===== config.mk =====
export PLATFORM = sky130hd
export DESIGN_NAME = priority_ready_queue_core
export DESIGN_NICKNAME = d
export VERILOG_FILES = /design/src/hw/rtl/prq_pkg.sv /design/src/hw/rtl/prq_cell.sv /design/src/hw/rtl/priority_ready_queue_core.sv
export VERILOG_INCLUDE_DIRS = /design/src /design/src/hw/rtl
export SDC_FILE = /design/constraint.sdc
export NUM_CORES = 1
export LEC_CHECK = 0
export BUFFER_PORTS_ARGS = -buffer_cell sky130_fd_sc_hd__buf_4
export CAP_MARGIN = 10
export CORE_ASPECT_RATIO = 1.5
export CORE_MARGIN = 1
export CORE_UTILIZATION = 51
export DETAILED_ROUTE_END_ITERATION = 16
export PLACE_DENSITY = 0.66
export SYNTH_ARGS = -nofsm -noshare
export SYNTH_HDL_FRONTEND = slang
export SYNTH_SLANG_ARGS = --single-unit

===== constraint.sdc =====
create_clock -name clk_i -period 4.94 [get_ports clk_i]
set_clock_uncertainty 0.15 [all_clocks]
set_input_delay 0.988 -clock clk_i [delete_from_list [all_inputs] [get_ports clk_i]]
set_output_delay 0.988 -clock clk_i [all_outputs]
set_load 0.01 [all_outputs]

===== src/hw/rtl/assert_macros.svh =====
// Assertion macros shared by the ready queue RTL.
`ifndef ASSERT_MACROS_SVH
`define ASSERT_MACROS_SVH

// Checks a property on every rising clock edge outside reset.
`define PRQ_ASSERT(label, prop, msg) \
  label: assert property (@(posedge clk_i) disable iff (!rst_ni) (prop)) else $error(msg);

// Checks that a condition is followed by a consequence in the next cycle.
`define PRQ_ASSERT_NEXT(label, ante, cons, msg) \
  label: assert property (@(posedge clk_i) disable iff (!rst_ni) (ante) |=> (cons)) \
    else $error(msg);

`endif


===== src/hw/rtl/prq_pkg.sv =====
// Types, codes and default sizes shared by the ready queue modules.
package prq_pkg;

  localparam int unsigned QueueDepthDef   = 16;
  localparam int unsigned PriorityBitsDef = 8;

  localparam int unsigned IdW       = 4;
  localparam int unsigned StatusW   = 2;
  localparam int unsigned DepthOutW = 5;
  localparam int unsigned OutDataW  = 16;

  localparam logic FuncEnq = 1'b0;
  localparam logic FuncDeq = 1'b1;

  typedef enum logic [StatusW-1:0] {
    StDone  = 2'd0,
    StEmpty = 2'd1,
    StFull  = 2'd2
  } status_e;

  typedef struct packed {
    logic enq;
    logic deq;
  } cell_ctrl_t;

endpackage


===== src/hw/rtl/prq_cell.sv =====
// One queue slot: holds an id and priority and shifts with its neighbours.
module prq_cell import prq_pkg::*; #(
  parameter int unsigned PRIORITY_BITS = PriorityBitsDef
) (
  input  logic                     clk_i,
  input  cell_ctrl_t               ctrl_i,
  input  logic                     occupied_i,
  input  logic [IdW-1:0]           new_id_i,
  input  logic [PRIORITY_BITS-1:0] new_prio_i,
  input  logic                     left_keep_i,
  input  logic [IdW-1:0]           left_id_i,
  input  logic [PRIORITY_BITS-1:0] left_prio_i,
  input  logic [IdW-1:0]           right_id_i,
  input  logic [PRIORITY_BITS-1:0] right_prio_i,
  output logic                     keep_o,
  output logic [IdW-1:0]           id_o,
  output logic [PRIORITY_BITS-1:0] prio_o
);

  logic [IdW-1:0]           id_q, id_d;
  logic [PRIORITY_BITS-1:0] prio_q, prio_d;

  // A held entry of equal or higher priority stays in front of a new one.
  assign keep_o = occupied_i && (prio_q >= new_prio_i);

  always_comb begin
    id_d   = id_q;
    prio_d = prio_q;
    if (ctrl_i.enq && !keep_o) begin
      if (left_keep_i) begin
        id_d   = new_id_i;
        prio_d = new_prio_i;
      end else begin
        id_d   = left_id_i;
        prio_d = left_prio_i;
      end
    end else if (ctrl_i.deq) begin
      id_d   = right_id_i;
      prio_d = right_prio_i;
    end
  end

  always_ff @(posedge clk_i) begin
    id_q   <= id_d;
    prio_q <= prio_d;
  end

  assign id_o   = id_q;
  assign prio_o = prio_q;

endmodule


===== src/hw/rtl/priority_ready_queue_core.sv =====
// Top level of the priority ready queue: input stage, cell chain and result register.
//
// Each transaction is first captured in the input register. Once the output register is
// free, every cell compares the new priority in parallel and shifts one place along the
// chain while the result is loaded into the output register. A new transaction is not
// accepted while one is held in the input register. A finished result may wait in the
// output register while the next transaction is captured; that transaction is then held
// in the input register until the result is taken. Entries of equal priority leave in
// arrival order, an enqueue into a full queue is dropped and reported, and no clearing
// pass runs after reset.
`include "assert_macros.svh"

module priority_ready_queue_core import prq_pkg::*; #(
  parameter int unsigned QUEUE_DEPTH   = QueueDepthDef,
  parameter int unsigned PRIORITY_BITS = PriorityBitsDef,
  localparam int unsigned InDataW      = ((IdW + PRIORITY_BITS + 7) / 8) * 8
) (
  input  logic                clk_i,
  input  logic                rst_ni,
  input  logic                s_axis_tvalid,
  output logic                s_axis_tready,
  input  logic [InDataW-1:0]  s_axis_tdata,   // proc_id, priority_req, zero padding
  input  logic                s_axis_tuser,   // func
  output logic                m_axis_tvalid,
  input  logic                m_axis_tready,
  output logic [OutDataW-1:0] m_axis_tdata    // out_id, status, depth_now, zero padding
);

  localparam int unsigned CntW    = $clog2(QUEUE_DEPTH + 1);
  localparam int unsigned OutPadW = OutDataW - IdW - StatusW - DepthOutW;

  logic                     busy_q;
  logic                     func_q;
  logic [IdW-1:0]           id_q;
  logic [PRIORITY_BITS-1:0] prio_q;
  logic [CntW-1:0]          count_q, count_d;
  logic                     m_valid_q;
  logic [OutDataW-1:0]      m_data_q;

  logic                     in_fire;
  logic                     exec;
  logic                     full;
  logic                     empty;
  cell_ctrl_t               ctrl;
  status_e                  status;
  logic [IdW-1:0]           out_id;
  logic [31:0]              depth_wide;

  logic [IdW-1:0]           cell_id   [QUEUE_DEPTH];
  logic [PRIORITY_BITS-1:0] cell_prio [QUEUE_DEPTH];
  logic [QUEUE_DEPTH:0]     keep;
  logic [QUEUE_DEPTH-1:0]   occupied;

  assign s_axis_tready = !busy_q;
  assign in_fire       = s_axis_tvalid && s_axis_tready;
  assign exec          = busy_q && (!m_valid_q || m_axis_tready);

  assign full  = (count_q == CntW'(QUEUE_DEPTH));
  assign empty = (count_q == '0);

  always_comb begin
    ctrl     = '0;
    count_d  = count_q;
    status   = StDone;
    out_id   = '0;
    if (func_q == FuncEnq) begin
      if (full) begin
        status = StFull;
      end else begin
        ctrl.enq = exec;
        count_d  = count_q + 1'b1;
      end
    end else begin
      if (empty) begin
        status = StEmpty;
      end else begin
        ctrl.deq = exec;
        out_id   = cell_id[0];
        count_d  = count_q - 1'b1;
      end
    end
  end

  assign depth_wide = 32'(count_d);

  // The virtual slot ahead of the head always keeps, so the head takes a new entry.
  assign keep[0] = 1'b1;

  for (genvar i = 0; i < QUEUE_DEPTH; i++) begin : g_cell
    logic [IdW-1:0]           left_id, right_id;
    logic [PRIORITY_BITS-1:0] left_prio, right_prio;

    assign occupied[i] = (count_q > CntW'(i));

    if (i == 0) begin : g_head
      assign left_id   = id_q;
      assign left_prio = prio_q;
    end else begin : g_body
      assign left_id   = cell_id[i-1];
      assign left_prio = cell_prio[i-1];
    end

    if (i == QUEUE_DEPTH - 1) begin : g_tail
      assign right_id   = cell_id[i];
      assign right_prio = cell_prio[i];
    end else begin : g_inner
      assign right_id   = cell_id[i+1];
      assign right_prio = cell_prio[i+1];
    end

    prq_cell #(
      .PRIORITY_BITS(PRIORITY_BITS)
    ) u_cell (
      .clk_i       (clk_i),
      .ctrl_i      (ctrl),
      .occupied_i  (occupied[i]),
      .new_id_i    (id_q),
      .new_prio_i  (prio_q),
      .left_keep_i (keep[i]),
      .left_id_i   (left_id),
      .left_prio_i (left_prio),
      .right_id_i  (right_id),
      .right_prio_i(right_prio),
      .keep_o      (keep[i+1]),
      .id_o        (cell_id[i]),
      .prio_o      (cell_prio[i])
    );
  end

  always_ff @(posedge clk_i or negedge rst_ni) begin
    if (!rst_ni) begin
      busy_q    <= 1'b0;
      func_q    <= FuncEnq;
      count_q   <= '0;
      m_valid_q <= 1'b0;
    end else begin
      if (in_fire) begin
        busy_q <= 1'b1;
        func_q <= s_axis_tuser;
      end else if (exec) begin
        busy_q <= 1'b0;
      end
      if (exec) begin
        count_q   <= count_d;
        m_valid_q <= 1'b1;
      end else if (m_axis_tready) begin
        m_valid_q <= 1'b0;
      end
    end
  end

  always_ff @(posedge clk_i) begin
    if (in_fire) begin
      id_q   <= s_axis_tdata[IdW-1:0];
      prio_q <= s_axis_tdata[IdW +: PRIORITY_BITS];
    end
    if (exec) begin
      m_data_q <= {{OutPadW{1'b0}}, depth_wide[DepthOutW-1:0], status, out_id};
    end
  end

  assign m_axis_tvalid = m_valid_q;
  assign m_axis_tdata  = m_data_q;

  `PRQ_ASSERT(a_count_bound, count_q <= CntW'(QUEUE_DEPTH), "Entry count exceeds queue depth.")
  `PRQ_ASSERT_NEXT(a_exec_result, exec, m_valid_q && !busy_q, "Executed transaction gave no result.")
  `PRQ_ASSERT_NEXT(a_enq_count, ctrl.enq, count_q == $past(count_q) + 1'b1, "Enqueue count slip.")
  `PRQ_ASSERT_NEXT(a_deq_count, ctrl.deq, count_q == $past(count_q) - 1'b1, "Dequeue count slip.")

  for (genvar k = 0; k + 1 < QUEUE_DEPTH; k++) begin : g_order_chk
    `PRQ_ASSERT(a_sorted, !occupied[k+1] || (cell_prio[k] >= cell_prio[k+1]), "Queue order broken.")
  end

endmodule

==> flow_summary.ini <==
[power]
leakage_nw = 6.241
p_per_area_nw_per_um2 = 830.9
ir_worst_vdd_v = 0.0004234

[clock_tree]
cts-root-buf = clkbuf_16
hold_buffers = 0
numCtsBuffers = 24
h-tree-depth = 1
cts_sinks = 223
clkLatencyLatePin_ps = 550
cts_buffer_depth = 3
cts_setup_buffers = 0
path_clk_slew_ps = 70
cts.repair.resized = 0
cts_tree = yes

[global_route]
overflow = 0
grt_pass1_wl_um = 64410
grt_use_total = 0.2917
antenna_found_initial = 0
grt_max_degree = 26
grt_pass1_vias = 11370

[place]
place_ws_ps = 1068
routabilityCongestion = 0.8737
hpwlAfterDp_um = 30230
io_buffers = 29

[synth]
avgSynthCellArea_um2 = 10.25
synth_flop_cell = edfxtp_1
synthArstFlopShare = 0.03587
syn_inst = 1420
yosys-top-cells-count = edfxtp_1, nand2_1, o21ai_0, ha_1, nor2_1
synth_seq_cells = 223
synth_edf_count = 215
yosysWarnings = 0
synthTopCellsByArea = edfxtp_1, ha_1, mux2i_1, o21ai_0, nand2_1
syn-cell-area_um2 = 14560
synth_most_common_cell = edfxtp_1
synth_top_area_share = 0.4435
yosysTopAreaCell = edfxtp_1
seq_area_frac_synth = 0.4572
ys_types = 63

[sta]
setup-tns-final_ps = 0
finalSetupViolCount = 0
max_freq_mhz = 255.4
rsz0062_at_grt = no
slew_headroom = 0.2303
min_period_ps = 3915
fin_crit_sh = 0.7925
drv_slew = 0
hold_viol = 0
tightest_slew_ps = 1150
setup_slack_ps = 1025

[route]
wl_per_cell_um = 23.48
vias = 11400
drc = 0
ant_nets = 0
routed_wl_um = 42300
first_pass_iters = 5
via_per_inst = 6.326
drt-initial-drc-count = 986

[run_status]
run_status = finished clean

[floorplan]
start_util = 0.5188
coreArea_um2 = 28060
ioPinCount = 39
die_y_um = 208.9
fp.dieArea_um2 = 29240
die_x_um = 140.0
rows = 75

[critical_path]
cp-end-kind = flop
cp_max_fo = 16
worstSetupPathType = flop to flop
worstPathArrival_ps = 4070
startpoint_type = flop
required_ps = 5090

[layout]
fin_nets = 1596
diodes = 0
ff_latch_area_um2 = 6656
fillCellCount = 2373
drive_gt1_frac = 0.1264
synthToLayoutAreaGrowth_pct = 9.497
multiInputGateArea_um2 = 7277

[min_path]
hp-class = primary input to asynchronous set/reset pin

[run]
maxCapViolations = 0
-- cell families (layout without fill, tap and decap cells) --
| family | after synthesis | in the layout | synth area share |
|---|---|---|---|
| compound gates | 435 | 435 | 0.1902 |
| xor+xnor | 2 | 2 | 0.001203 |
| fa+ha+maj | 134 | 134 | 0.1152 |
| buf+inv | 145 | 177 | 0.04409 |
| flops | 223 | 223 | 0.4572 |
| mux | 109 | 109 | 0.07710 |
| other cells | 1 | 5 | 0.0002576 |
| simple gates | 371 | 371 | 0.1147 |
-- routing by layer --
layer  share of wire  GRT usage  vias up  wire [um]
met1            0.38     0.3298     5592      16180
met3           0.041    0.02910      107       1741
met5               0          0        -          0
li1                -          -     5324          -
met2            0.53     0.5402      376      22400
met4           0.047     0.1489        0       1982
-- cell usage in the layout (no fill, tap or decap), drive strengths merged, types with 9 or more instances in the layout --
cell type  synthesis  routed
a211oi            28      28
a21oi             82      82
a221oi            15      15
a22o              12      12
a31oi             34      34
buf               39      81
clkbuf            51      25
clkinv             0       9
edfxtp           215     215
ha               134     134
inv               55      57
mux2              25      25
mux2i             84      84
nand2            175     175
nand2b            12      12
nand3b            12      12
nand4             14      14
nor2             108     108
nor2b             10      10
nor3              19      19
o2111a            12      12
o21a              20      20
o21ai            203     203
-- cell type report --
type	instances	share of cell area
Inverter	55	0.01295
Timing Repair Buffer	81	0.03838
Clock buffer	25	0.03791
Clock inverter	16	0.009498
Multi-Input combinational cell	1056	0.4565
Sequential cell	223	0.4176
Tap cell	346	0.02716
-- critical path, cell delays in order, from the launching register on --
cell and delay (ps):
edfxtp_1 320, buf_4 270, inv_1 390, ha_1 420, nand2_1 70, nor3_1 210
a21oi_1 130, nor2_1 880, o21ai_0 490, buf_4 320
-- power by group --
| part | internal, mW | switching (mW) | total (mW) |
|---|---|---|---|
| sequential | 3.79 | 0.977 | 4.77 |
| clock | 0.957 | 0.817 | 1.77 |
| combinational | 2.58 | 4.12 | 6.70 |
-- state kept, by name (all words and copies together), names as in the netlist --
register and count:
g_cell.u_cell.prio_o 128, count_q 5, m_axis_tdata 11, g_cell.u_cell.id_o 64, m_axis_tvalid 1, busy_q 1
g_cell.left_id 4, func_q 1, g_cell.left_prio 8
-- stage by stage --
stage	power (mW)	hold slack [ps]	util	area, um^2	instances
2_1_floorplan	9.347	348.3	-	14570	1424
3_3_place_gp	11.16	336.9	0.5408	15170	1760
3_5_place_dp	11.40	352.4	0.5408	15170	1760
4_1_cts	13.20	78.21	0.5677	15930	1801
5_1_grt	14.15	87.70	0.5681	15940	1802
6_report	13.24	97.35	0.5681	15940	1802
-- worst paths after layout --
path / from / to / slack [ps] / depth (start not counted)
max: g_cell[0].left_prio[6] / g_cell[14].u_cell.prio_o[2] / 1030 / 9
min: rst_ni / func_q / 100 / 1
max reg2reg: g_cell[0].left_prio[6] / g_cell[14].u_cell.prio_o[2] / 1030 / 9
min reg2reg: m_axis_tvalid / m_axis_tvalid / 370 / 2
max in group asynchronous: rst_ni / count_q[4] / 4390 / 1
min in group clk_i: m_axis_tvalid / m_axis_tvalid / 370 / 2
Note: power is estimated with default switching activity, not from simulation.
